`config.mk`:
```
export PLATFORM = sky130hd
export DESIGN_NAME = sorted_key_table
export DESIGN_NICKNAME = d
export VERILOG_FILES = /design/src/sv/skt_pkg.sv /design/src/sv/skt_dpath.sv /design/src/sv/skt_ctrl.sv /design/src/sv/sorted_key_table.sv
export SDC_FILE = /design/constraint.sdc
export NUM_CORES = 2
export LEC_CHECK = 0
export BUFFER_PORTS_ARGS = -buffer_cell sky130_fd_sc_hd__buf_2
export CORE_ASPECT_RATIO = 0.6
export CORE_MARGIN = 2
export CORE_UTILIZATION = 30
export CTS_BUF_LIST = sky130_fd_sc_hd__clkbuf_16
export CTS_CLUSTER_DIAMETER = 50
export DETAILED_ROUTE_END_ITERATION = 7
export SLEW_MARGIN = 20
export SYNTH_ARGS = -nofsm -noshare
export SYNTH_HDL_FRONTEND = slang
export SYNTH_HIERARCHICAL = 1
export SYNTH_SLANG_ARGS = --single-unit
```
`constraint.sdc`:
```
create_clock -name clk_i -period 9.6 [get_ports clk_i]
set_clock_uncertainty 0.2 [all_clocks]
set_input_delay 0 -clock clk_i [delete_from_list [all_inputs] [get_ports clk_i]]
set_output_delay 0 -clock clk_i [all_outputs]
set_load 0.05 [all_outputs]
```
`src/sv/skt_pkg.sv`:
```
// skt_pkg: shared constants, codes and control types for the sorted key table
// no dependencies
`default_nettype none

package skt_pkg;

  localparam int unsigned DEPTH_DEF    = 32;
  localparam int unsigned KEY_BITS_DEF = 16;
  localparam int unsigned PAYLOAD_W    = 64;
  localparam int unsigned MODE_W       = 2;
  localparam int unsigned STATUS_W     = 2;

  localparam logic [MODE_W-1:0] MODE_APPEND = 2'd0;
  localparam logic [MODE_W-1:0] MODE_INSERT = 2'd1;
  localparam logic [MODE_W-1:0] MODE_REMOVE = 2'd2;

  localparam logic [STATUS_W-1:0] ST_DONE      = 2'd0;
  localparam logic [STATUS_W-1:0] ST_FULL      = 2'd1;
  localparam logic [STATUS_W-1:0] ST_NOT_FOUND = 2'd2;

  typedef enum logic [2:0] {
    RD_ZERO,
    RD_LAST,
    RD_PTR,
    RD_PTR_M1,
    RD_PTR_P1
  } rd_sel_e;

  typedef enum logic [2:0] {
    PTR_HOLD,
    PTR_ZERO,
    PTR_ONE,
    PTR_FILL,
    PTR_FILL_M1,
    PTR_INC,
    PTR_DEC
  } ptr_op_e;

  typedef enum logic [1:0] {
    POS_HOLD,
    POS_ZERO,
    POS_FILL,
    POS_PTR
  } pos_op_e;

  typedef enum logic [1:0] {
    FILL_HOLD,
    FILL_INC,
    FILL_DEC
  } fill_op_e;

  typedef struct packed {
    logic                load;
    logic                rd_en;
    rd_sel_e             rd_sel;
    ptr_op_e             ptr_op;
    pos_op_e             pos_op;
    logic                we;
    logic                wr_new;
    fill_op_e            fill_op;
    logic                capture;
    logic                set_status;
    logic [STATUS_W-1:0] status;
  } cmd_t;

  typedef struct packed {
    logic [MODE_W-1:0] mode;
    logic              full;
    logic              empty;
    logic              key_ge;
    logic              key_le;
    logic              key_eq;
    logic              ptr_eq_fill;
    logic              ptr_eq_pos;
    logic              ptr_end;
  } stat_t;

endpackage

`default_nettype wire

```
`src/sv/skt_dpath.sv`:
```
// skt_dpath: entry memory, fill count, scan pointers and result registers
// depends on skt_pkg; driven by skt_ctrl through cmd_t / stat_t
`default_nettype none

module skt_dpath #(
  parameter int unsigned DEPTH    = skt_pkg::DEPTH_DEF,
  parameter int unsigned KEY_BITS = skt_pkg::KEY_BITS_DEF
) (
  input  wire logic                               clk_i,
  input  wire logic                               rst_ni,
  input  wire skt_pkg::cmd_t                      cmd_i,
  output skt_pkg::stat_t                          stat_o,
  input  wire logic [skt_pkg::MODE_W-1:0]         mode_i,
  input  wire logic signed [KEY_BITS-1:0]         key_i,
  input  wire logic [skt_pkg::PAYLOAD_W-1:0]      payload_i,
  output logic [skt_pkg::STATUS_W-1:0]            status_o,
  output logic signed [KEY_BITS-1:0]              removed_key_o,
  output logic [skt_pkg::PAYLOAD_W-1:0]           removed_payload_o,
  output logic [$clog2(DEPTH+1)-1:0]              entry_count_o
);

  localparam int unsigned AW = $clog2(DEPTH);
  localparam int unsigned CW = $clog2(DEPTH+1);
  localparam int unsigned WW = KEY_BITS + skt_pkg::PAYLOAD_W;
  localparam logic [CW-1:0] FULL_CNT = CW'(DEPTH);
  localparam logic [CW-1:0] ONE_CNT  = CW'(1);

  logic [WW-1:0] mem [DEPTH];

  logic [skt_pkg::MODE_W-1:0]    mode_q;
  logic signed [KEY_BITS-1:0]    key_q;
  logic [skt_pkg::PAYLOAD_W-1:0] payload_q;
  logic [CW-1:0]                 fill_q, fill_d;
  logic [CW-1:0]                 ptr_q, ptr_d;
  logic [CW-1:0]                 pos_q, pos_d;
  logic [WW-1:0]                 rdata_q;
  logic [skt_pkg::STATUS_W-1:0]  status_q;
  logic signed [KEY_BITS-1:0]    rkey_q;
  logic [skt_pkg::PAYLOAD_W-1:0] rpay_q;

  logic [CW-1:0]              raddr;
  logic [CW-1:0]              waddr;
  logic [WW-1:0]              wdata;
  logic signed [KEY_BITS-1:0] rd_key;
  logic [CW:0]                ptr_p1;

  assign rd_key = rdata_q[WW-1:skt_pkg::PAYLOAD_W];
  assign ptr_p1 = {1'b0, ptr_q} + {{CW{1'b0}}, 1'b1};

  always_comb begin
    unique case (cmd_i.rd_sel)
      skt_pkg::RD_ZERO:   raddr = '0;
      skt_pkg::RD_LAST:   raddr = fill_q - ONE_CNT;
      skt_pkg::RD_PTR:    raddr = ptr_q;
      skt_pkg::RD_PTR_M1: raddr = ptr_q - ONE_CNT;
      skt_pkg::RD_PTR_P1: raddr = ptr_p1[CW-1:0];
      default:            raddr = '0;
    endcase
  end

  always_comb begin
    if (cmd_i.wr_new) begin
      waddr = pos_q;
      wdata = {key_q, payload_q};
    end else begin
      waddr = ptr_q;
      wdata = rdata_q;
    end
  end

  always_ff @(posedge clk_i) begin
    if (cmd_i.we) begin
      mem[waddr[AW-1:0]] <= wdata;
    end
    if (cmd_i.rd_en) begin
      rdata_q <= mem[raddr[AW-1:0]];
    end
  end

  always_comb begin
    unique case (cmd_i.ptr_op)
      skt_pkg::PTR_HOLD:    ptr_d = ptr_q;
      skt_pkg::PTR_ZERO:    ptr_d = '0;
      skt_pkg::PTR_ONE:     ptr_d = ONE_CNT;
      skt_pkg::PTR_FILL:    ptr_d = fill_q;
      skt_pkg::PTR_FILL_M1: ptr_d = fill_q - ONE_CNT;
      skt_pkg::PTR_INC:     ptr_d = ptr_p1[CW-1:0];
      skt_pkg::PTR_DEC:     ptr_d = ptr_q - ONE_CNT;
      default:              ptr_d = ptr_q;
    endcase
  end

  always_comb begin
    unique case (cmd_i.pos_op)
      skt_pkg::POS_HOLD: pos_d = pos_q;
      skt_pkg::POS_ZERO: pos_d = '0;
      skt_pkg::POS_FILL: pos_d = fill_q;
      skt_pkg::POS_PTR:  pos_d = ptr_q;
      default:           pos_d = pos_q;
    endcase
  end

  always_comb begin
    unique case (cmd_i.fill_op)
      skt_pkg::FILL_HOLD: fill_d = fill_q;
      skt_pkg::FILL_INC:  fill_d = fill_q + ONE_CNT;
      skt_pkg::FILL_DEC:  fill_d = fill_q - ONE_CNT;
      default:            fill_d = fill_q;
    endcase
  end

  always_ff @(posedge clk_i or negedge rst_ni) begin
    if (!rst_ni) begin
      fill_q <= '0;
    end else begin
      fill_q <= fill_d;
    end
  end

  always_ff @(posedge clk_i) begin
    ptr_q <= ptr_d;
    pos_q <= pos_d;
    if (cmd_i.load) begin
      mode_q    <= mode_i;
      key_q     <= key_i;
      payload_q <= payload_i;
      status_q  <= skt_pkg::ST_DONE;
      rkey_q    <= '0;
      rpay_q    <= '0;
    end else begin
      if (cmd_i.set_status) begin
        status_q <= cmd_i.status;
      end
      if (cmd_i.capture) begin
        rkey_q <= rd_key;
        rpay_q <= rdata_q[skt_pkg::PAYLOAD_W-1:0];
      end
    end
  end

  always_comb begin
    stat_o.mode        = mode_q;
    stat_o.full        = (fill_q == FULL_CNT);
    stat_o.empty       = (fill_q == '0);
    stat_o.key_ge      = (rd_key >= key_q);
    stat_o.key_le      = (rd_key <= key_q);
    stat_o.key_eq      = (rd_key == key_q);
    stat_o.ptr_eq_fill = (ptr_q == fill_q);
    stat_o.ptr_eq_pos  = (ptr_q == pos_q);
    stat_o.ptr_end     = (ptr_p1 >= {1'b0, fill_q});
  end

  assign status_o          = status_q;
  assign removed_key_o     = rkey_q;
  assign removed_payload_o = rpay_q;
  assign entry_count_o     = fill_q;

endmodule

`default_nettype wire

```
`src/sv/skt_ctrl.sv`:
```
// skt_ctrl: sequencer for search, shift and result of one transaction
// depends on skt_pkg; commands skt_dpath through cmd_t / stat_t
`default_nettype none

module skt_ctrl (
  input  wire logic           clk_i,
  input  wire logic           rst_ni,
  input  wire logic           start,
  output logic                busy,
  output logic                done_o,
  input  wire skt_pkg::stat_t stat_i,
  output skt_pkg::cmd_t       cmd_o
);

  localparam logic [3:0] S_IDLE     = 4'd0;
  localparam logic [3:0] S_DECIDE   = 4'd1;
  localparam logic [3:0] S_CMP0     = 4'd2;
  localparam logic [3:0] S_CMPLAST  = 4'd3;
  localparam logic [3:0] S_SCAN_RD  = 4'd4;
  localparam logic [3:0] S_SCAN_CMP = 4'd5;
  localparam logic [3:0] S_INS_CHK  = 4'd6;
  localparam logic [3:0] S_INS_RD   = 4'd7;
  localparam logic [3:0] S_INS_WR   = 4'd8;
  localparam logic [3:0] S_WR_NEW   = 4'd9;
  localparam logic [3:0] S_REM_CHK  = 4'd10;
  localparam logic [3:0] S_REM_RD   = 4'd11;
  localparam logic [3:0] S_REM_WR   = 4'd12;
  localparam logic [3:0] S_FINISH   = 4'd13;

  logic [3:0] state_q, state_d;
  logic       is_insert;
  logic       is_remove;
  logic       is_store;

  assign is_insert = (stat_i.mode == skt_pkg::MODE_INSERT);
  assign is_remove = (stat_i.mode == skt_pkg::MODE_REMOVE);
  assign is_store  = (stat_i.mode == skt_pkg::MODE_APPEND) || is_insert;

  always_ff @(posedge clk_i or negedge rst_ni) begin
    if (!rst_ni) begin
      state_q <= S_IDLE;
    end else begin
      state_q <= state_d;
    end
  end

  assign busy   = (state_q != S_IDLE);
  assign done_o = (state_q == S_FINISH);

  always_comb begin
    state_d          = state_q;
    cmd_o            = '0;
    cmd_o.rd_sel     = skt_pkg::RD_ZERO;
    cmd_o.ptr_op     = skt_pkg::PTR_HOLD;
    cmd_o.pos_op     = skt_pkg::POS_HOLD;
    cmd_o.fill_op    = skt_pkg::FILL_HOLD;
    cmd_o.status     = skt_pkg::ST_DONE;
    unique case (state_q)
      S_IDLE: begin
        if (start) begin
          cmd_o.load = 1'b1;
          state_d    = S_DECIDE;
        end
      end
      S_DECIDE: begin
        if (is_store) begin
          if (stat_i.full) begin
            cmd_o.set_status = 1'b1;
            cmd_o.status     = skt_pkg::ST_FULL;
            state_d          = S_FINISH;
          end else if (!is_insert || stat_i.empty) begin
            cmd_o.pos_op = skt_pkg::POS_FILL;
            cmd_o.ptr_op = skt_pkg::PTR_FILL;
            state_d      = S_INS_CHK;
          end else begin
            cmd_o.rd_en  = 1'b1;
            cmd_o.rd_sel = skt_pkg::RD_ZERO;
            state_d      = S_CMP0;
          end
        end else if (is_remove) begin
          if (stat_i.empty) begin
            cmd_o.set_status = 1'b1;
            cmd_o.status     = skt_pkg::ST_NOT_FOUND;
            state_d          = S_FINISH;
          end else begin
            cmd_o.rd_en  = 1'b1;
            cmd_o.rd_sel = skt_pkg::RD_ZERO;
            state_d      = S_CMP0;
          end
        end else begin
          state_d = S_FINISH;
        end
      end
      S_CMP0: begin
        if (is_insert && stat_i.key_ge) begin
          cmd_o.pos_op = skt_pkg::POS_ZERO;
          cmd_o.ptr_op = skt_pkg::PTR_FILL;
          state_d      = S_INS_CHK;
        end else if (is_remove && stat_i.key_eq) begin
          cmd_o.capture = 1'b1;
          cmd_o.ptr_op  = skt_pkg::PTR_ZERO;
          state_d       = S_REM_CHK;
        end else begin
          cmd_o.rd_en  = 1'b1;
          cmd_o.rd_sel = skt_pkg::RD_LAST;
          state_d      = S_CMPLAST;
        end
      end
      S_CMPLAST: begin
        if (is_insert && stat_i.key_le) begin
          cmd_o.pos_op = skt_pkg::POS_FILL;
          cmd_o.ptr_op = skt_pkg::PTR_FILL;
          state_d      = S_INS_CHK;
        end else if (is_remove && stat_i.key_eq) begin
          cmd_o.capture = 1'b1;
          cmd_o.ptr_op  = skt_pkg::PTR_FILL_M1;
          state_d       = S_REM_CHK;
        end else begin
          cmd_o.ptr_op = skt_pkg::PTR_ONE;
          state_d      = S_SCAN_RD;
        end
      end
      S_SCAN_RD: begin
        if (is_insert && stat_i.ptr_eq_fill) begin
          cmd_o.pos_op = skt_pkg::POS_PTR;
          state_d      = S_INS_CHK;
        end else if (is_remove && stat_i.ptr_end) begin
          cmd_o.set_status = 1'b1;
          cmd_o.status     = skt_pkg::ST_NOT_FOUND;
          state_d          = S_FINISH;
        end else begin
          cmd_o.rd_en  = 1'b1;
          cmd_o.rd_sel = skt_pkg::RD_PTR;
          state_d      = S_SCAN_CMP;
        end
      end
      S_SCAN_CMP: begin
        if (is_insert && stat_i.key_ge) begin
          cmd_o.pos_op = skt_pkg::POS_PTR;
          cmd_o.ptr_op = skt_pkg::PTR_FILL;
          state_d      = S_INS_CHK;
        end else if (is_remove && stat_i.key_eq) begin
          cmd_o.capture = 1'b1;
          state_d       = S_REM_CHK;
        end else begin
          cmd_o.ptr_op = skt_pkg::PTR_INC;
          state_d      = S_SCAN_RD;
        end
      end
      S_INS_CHK: begin
        if (stat_i.ptr_eq_pos) begin
          state_d = S_WR_NEW;
        end else begin
          cmd_o.rd_en  = 1'b1;
          cmd_o.rd_sel = skt_pkg::RD_PTR_M1;
          state_d      = S_INS_RD;
        end
      end
      S_INS_RD: begin
        state_d = S_INS_WR;
      end
      S_INS_WR: begin
        cmd_o.we     = 1'b1;
        cmd_o.ptr_op = skt_pkg::PTR_DEC;
        state_d      = S_INS_CHK;
      end
      S_WR_NEW: begin
        cmd_o.we      = 1'b1;
        cmd_o.wr_new  = 1'b1;
        cmd_o.fill_op = skt_pkg::FILL_INC;
        state_d       = S_FINISH;
      end
      S_REM_CHK: begin
        if (stat_i.ptr_end) begin
          cmd_o.fill_op = skt_pkg::FILL_DEC;
          state_d       = S_FINISH;
        end else begin
          cmd_o.rd_en  = 1'b1;
          cmd_o.rd_sel = skt_pkg::RD_PTR_P1;
          state_d      = S_REM_RD;
        end
      end
      S_REM_RD: begin
        state_d = S_REM_WR;
      end
      S_REM_WR: begin
        cmd_o.we     = 1'b1;
        cmd_o.ptr_op = skt_pkg::PTR_INC;
        state_d      = S_REM_CHK;
      end
      S_FINISH: begin
        state_d = S_IDLE;
      end
      default: begin
        state_d = S_IDLE;
      end
    endcase
  end

endmodule

`default_nettype wire

```
`src/sv/sorted_key_table.sv`:
```
// sorted_key_table: ordered key/payload table with append, sorted insert, remove
// full, unused mode or remove from empty finish without a memory access; append
// writes at the end; insert and remove compare the first and last entries, then
// scan the middle ones, then shift entries one by one to open or close the gap
// one transaction at a time: busy is high through done_o; start is taken only when idle
// reset clears the fill count and controller only; the receiver cannot stall
`default_nettype none

module sorted_key_table #(
  parameter int unsigned DEPTH    = skt_pkg::DEPTH_DEF,
  parameter int unsigned KEY_BITS = skt_pkg::KEY_BITS_DEF
) (
  input  wire logic                          clk_i,
  input  wire logic                          rst_ni,
  input  wire logic                          start,
  output logic                               busy,
  input  wire logic [skt_pkg::MODE_W-1:0]    mode_i,
  input  wire logic signed [KEY_BITS-1:0]    key_i,
  input  wire logic [skt_pkg::PAYLOAD_W-1:0] payload_i,
  output logic                               done_o,
  output logic [skt_pkg::STATUS_W-1:0]       status_o,
  output logic signed [KEY_BITS-1:0]         removed_key_o,
  output logic [skt_pkg::PAYLOAD_W-1:0]      removed_payload_o,
  output logic [$clog2(DEPTH+1)-1:0]         entry_count_o
);

  skt_pkg::cmd_t  cmd;
  skt_pkg::stat_t stat;

  skt_ctrl u_ctrl (
    .clk_i  (clk_i),
    .rst_ni (rst_ni),
    .start  (start),
    .busy   (busy),
    .done_o (done_o),
    .stat_i (stat),
    .cmd_o  (cmd)
  );

  skt_dpath #(
    .DEPTH    (DEPTH),
    .KEY_BITS (KEY_BITS)
  ) u_dpath (
    .clk_i             (clk_i),
    .rst_ni            (rst_ni),
    .cmd_i             (cmd),
    .stat_o            (stat),
    .mode_i            (mode_i),
    .key_i             (key_i),
    .payload_i         (payload_i),
    .status_o          (status_o),
    .removed_key_o     (removed_key_o),
    .removed_payload_o (removed_payload_o),
    .entry_count_o     (entry_count_o)
  );

endmodule

`default_nettype wire
```
Yosys cells after proc, flatten, opt, wreduce, memory -nomap -nowiden
Memory sizes are Yosys's and may differ from the RTL's. A register that Yosys moved wholly into a read port is not among the register bits.
Cells that the tools add are included.

cells by class
  add/sub/neg operators = 4
  multipliers = 0
  divide/modulo/power cells = 0
  order comparisons = 3
  eq/ne operators = 35
  shifts and indexed selects = 0
  multiplexer cells = 67
  bitwise gates (word level) = 0
  reduce and logical (&&, ||, !) cells = 17

operator list
  operator                                                                number
  4-bit 2-to-1 mux                                                        24
  80-bit 2-to-1 mux                                                       1
  4-bit case mux with 13 select lines                                     1
  3-bit 2-to-1 mux                                                        13
  6-bit case mux with 6 select lines                                      1
  4-bit equality test (second input constant)                             6
  4-bit case mux with 5 select lines                                      1
  5-bit case mux with 4 select lines                                      1
  3-bit case mux with 6 select lines                                      1
  6-bit case mux with 3 select lines                                      1
  16-bit equality test                                                    1
  4-bit by 3-bit equality test with 1-bit output (second input constant)  4
  16-bit >= comparator                                                    1
  16-bit <= comparator                                                    1
  3-bit by 2-bit equality test with 1-bit output (second input constant)  4
  3-bit equality test (second input constant)                             4
  6-bit equality test                                                     2
  6-bit case mux with 2 select lines                                      1
  6-bit by 1-bit subtractor with 6-bit output (second input constant)     2
  1-bit 2-to-1 mux                                                        11
  5-bit 2-to-1 mux                                                        2
  2-bit case mux with 5 select lines                                      1
  9-bit 2-to-1 mux                                                        1
  2-bit equality test (second input constant)                             4
  24 further kinds                                                        37

storage, ports and cells
  flip-flop bits (word level) = 186
  latch bits = 0
  bits in writable memories = 2,560
  memory bits (read-only) = 0
  memories = 1

memories
  name         words  bits a word  rd ports  clocked after Yosys merged registers in  write ports  RTL line         text
  u_dpath.mem  32     80           1         1                                        1            skt_dpath.sv:28  logic [WW-1:0] mem [DEPTH];

Logic depth before layout (Yosys ltp)
  depth in word-level cells = 9
  mapped depth = 25
  depth with buffers taken out = 20

By module
Netlist, hierarchy kept.

modules (own cells, without submodules)
  module     times used  cells an instance  area each (µm²)  seq. area each (µm²)
  skt_dpath  1           7,152              113,122.2        83,890.5
  skt_ctrl   1           122                912.1            100.1

Worst setup path after synthesis
Ideal clock, no wire load.

  path type = reg2reg
  start = reg u_dpath.fill_q[1], in the netlist u_dpath/entry_count_o[1]
  end = reg u_dpath.rdata_q[0], read port of u_dpath.mem (enable)
  data arrival time = 6,222 ps
  data required time = 8,847 ps
  slack = 2,625 ps
  cell stages (with the launch flop) = 13
  path through = dfrtp_1 -> clkbuf_1 -> inv_1 -> ha_1 -> a21o_1 -> a21o_1 -> a21oi_1 -> nor2b_1 -> o21ai_0 -> o211ai_1 -> o22ai_1 -> a21oi_1 -> o221ai_1

RTL lines
  what                      RTL line          text
  start: declaration        skt_dpath.sv:33   logic [CW-1:0] fill_q, fill_d;
  start signal: assignment  skt_dpath.sv:116  fill_q <= fill_d;
  end: declaration          skt_dpath.sv:36   logic [WW-1:0] rdata_q;

==> key figures <==
Run status
  • Status: finished, final reports clean

Worst setup path
  • CP peak stage delay: 0.98 ns
  • Slowest cell on crit path: mux4_4
  • Req. time, crit path: 9.93 ns
  • Worst-path maximum fanout: between 150 and 200
  • Setup Crit Path Kind: reg -> reg
  • Crit path arrival time: 7.49 ns
  • Crit-path cells: inv_1 -> ha_1 -> ha_1 -> a21o_1 -> a21o_1 -> a21oi_1 -> nor2b_1 -> o21ai_0 -> o211ai_1 -> nor3_1 -> nor2b_1 -> mux4_4 -> buf_12 -> mux2i_1 -> mux2i_1 -> mux2_2 -> o32ai_1 -> a221oi_2
  • Worst Setup End Kind: register
  • CP Launch Type: register

Timing
  • Tmin final: 7.16 ns
  • Max transition margin: around a fifth
  • RSZ-0062 raised after global routing: false
  • Slew at the pin with the worst max-slew slack: between 1 and 1.5 ns
  • Slew Limit Fails: 0
  • Max Clk Rate: roughly 0.14 GHz
  • Setup violations, final: 0
  • Period Utilization, post-route: 74.6%
  • Setup_tns: 0 ns
  • Final hold violations: 0

Detailed routing
  • 1st-pass router iterations: 6
  • Routed via count: 65700
  • 1st-iter DRT viols: 7414
  • Wirelength per Cell: between 20 and 25 um
  • Avg Vias per Cell: around 5
  • Antenna Nets Post-Route: 0
  • Post-route DRC: 0
  • WL final: about 320000 um

Floorplanning
  • Chip Width: 800 um
  • Core Area: about 380000 um^2
  • Site row count: 175
  • Die H: 482 um
  • DIE AREA: 385000 um^2
  • Starting Density: 30.1%
  • Io pins: 175

Layout
  • Synth-to-Final Area Change: 14.9%
  • ANT cells: 0
  • Share of cells above drive strength 1: approximately an eighth
  • Core Util, Final: around 35%
  • Nets: 7631

Clocking
  • CTS resizes: 0
  • CTS buffer count: 274
  • CTS tree: done
  • CTS H-tree lvls: 5
  • Total clock sinks: 2826
  • Clk slew on worst S/H paths: 0.06 ns
  • Insertion delay to the later sink of the worst-skew pair: 0.89 ns
  • Post-CTS setup buffers: 0
  • Clk buf depth: 4
  • Hold buffers post-CTS: 169
  • CTS root buf: clkbuf_16

Logic synthesis
  • Simple-gate share of the synthesized area: 6.99%
  • Synthesized net count: 7387
  • Sequential fraction of the synthesis area: 73.7%
  • Syn avg cell area: 15.7 um^2
  • XOR/XNOR share of the synthesized area: less than 1%
  • Synth cell types: 83
  • Post-synth EDFFs: 2734
  • Biggest area consumer among synthesized cells: edfxtp_1
  • Mapped Cells: 7274
  • Synth Warn #: 6
  • Synthesized area: approximately 110000 um^2
  • Primary FF master, synth: edfxtp_1
  • Synth top area share: 72.0%
  • Synth top area cells: edfxtp_1 (72%), mux2i_1 (6.4%), nand2_1 (3.3%), a211oi_1 (2.7%), and2_1 (2.1%)
  • Compound-gate portion of the synthesized area: under 10%
  • Most frequent cell after synthesis: edfxtp_1
  • Adder-cell share of the synthesized area: 0.307%
  • Synth async-reset ratio: less than 1%
  • Synth Register Bits: 2826
  • Post-synthesis mux area share: 8.05%
  • Combinational family with the most area after synthesis: compound AO/OA/AOI/OAI gates
  • Synth cell count leaders: edfxtp_1 (2734), nand2_1 (996), mux2i_1 (734), a211oi_1 (404), and2_1 (384)

Global route
  • Total Routing Usage GR: 15.9%
  • Vias in the first global route: approximately 63000
  • First-pass GRT wire length: 453000 um
  • Largest net degree at the start of global routing: about 170
  • Overflow after GRT: 0
  • Initial antenna violation count: 5

Placed design
  • PortBufs: approximately 170
  • Post-DP HPWL: 157000 um
  • Gpl congestion: approximately 0.8

Pwr
  • Leakage: 42.4 nW
  • Worst VDD drop: 0.305 mV
  • Power consumption: 44.8 mW
  • PwrDens: 342 nW/um^2

Hold path
  • HP Class: in -> reg

Flow run
  • MaxCap Viol Count: 0
==> critical path, delay by kind of cell (launching register included) <==
family / cells / cell delay [ns]
compound gates: 7 / 1.16
fa+ha+maj: 2 / 0.70
simple gates: 3 / 1.23
buf+inv: 2 / 0.67
mux: 4 / 1.72
flops: 1 / 0.64
==> cells by family after synthesis <==
| kind of cell | Yosys count |
|---|---|
| AO/OA/AOI/OAI | 1228 |
| XOR/XNOR | 29 |
| AND/OR/NAND/NOR | 1715 |
| flip-flops | 2826 |
| multiplexers | 896 |
| buffers and inverters | 552 |
| adder cells (fa/ha/maj) | 28 |
==> per-layer routing <==
metal | vias up | share of wire [%] | global-route usage, %
li1 | 28700 | - | -
met1 | 33900 | 45 | 23.1
met2 | 2674 | 45 | 25.0
met3 | 443 | 7.4 | 2.38
met4 | 2 | 2.5 | 4.03
met5 | - | 0.0041 | 0
==> stage by stage <==
step                      area [um^2]  setup WS (ns)  std cells  hold slack (ns)
after floorplan                114000           2.63       7274           -0.496
after global placement         121000           2.66      12100           -0.323
after detailed placement       121000           2.63      12100           -0.320
after CTS                      131000           2.54      12800           0.0500
after global routing           131000           2.12      12800           0.0929
final                          131000           2.44      12800           0.0856
==> power by group <==
group | switching (mW) | total [mW] | leakage [nW] | internal, mW
Sequential | 0.632 | 17.0 | 25.4 | 16.3
Clock | 4.68 | 10.7 | 4.46 | 6.03
Combinational | 11.4 | 17.1 | 12.5 | 5.67
==> state kept, by name (all words and copies together) (netlist names), 4 cells and up <==
register,cells
u_dpath/entry_count_o,6
u_dpath/payload_q,64
u_dpath/removed_key_o,16
u_dpath/removed_payload_o,64
u_dpath/pos_q,6
u_dpath/mem,2560
u_dpath/key_q,16
u_ctrl/state_q,4
u_dpath/ptr_q,6
u_dpath/rdata_q,80
==> cell type report <==
| cell class | count | area [um^2] |
|---|---|---|
| Inverter | 40 | 150 |
| Tap cell | 5044 | 6310 |
| Clock buffer | 282 | 7060 |
| Sequential cell | 2826 | 84000 |
| Multi-Input combinational cell | 3896 | 27700 |
| Timing Repair Buffer | 480 | 4200 |
| Fill cell | 35500 | 248000 |
| Clock inverter | 201 | 1690 |
==> placed cells by master (no fill, tap or decap), types with 35 or more instances in the layout <==
master	netlist	final
edfxtp_1	2734	2734
nand2_1	996	995
mux2i_1	734	734
a211oi_1	404	404
and2_1	384	384
clkbuf_16	0	282
a311oi_1	240	240
a21oi_1	179	179
buf_2	151	174
dlygate4sd3_1	0	169
a31oi_1	165	165
mux2_2	160	160
nor2_1	140	106
buf_4	23	87
o32ai_1	87	86
inv_1	39	83
and3_1	84	83
dfxtp_1	82	82
a221oi_2	80	80
clkinv_1	1	63
buf_12	0	48
clkinv_2	0	42
nor2_4	1	35
==> worst paths after layout <==
check	startpoint	endpoint	slack [ns]	cells after the start
setup / recovery	u_dpath/ptr_q[0]	u_dpath/rdata_q[59]	2.44	18
hold / removal	start	u_dpath/status_o[0]	0.09	4
setup reg to reg	u_dpath/ptr_q[0]	u_dpath/rdata_q[59]	2.44	18
hold reg to reg	u_dpath/removed_key_o[13]	u_dpath/removed_key_o[13]	0.29	2
max in group asynchronous	rst_ni	u_dpath/entry_count_o[3]	8.34	4
min in group asynchronous	rst_ni	u_ctrl/state_q[0]	0.54	4
Note: power is estimated with default switching activity, not from simulation.
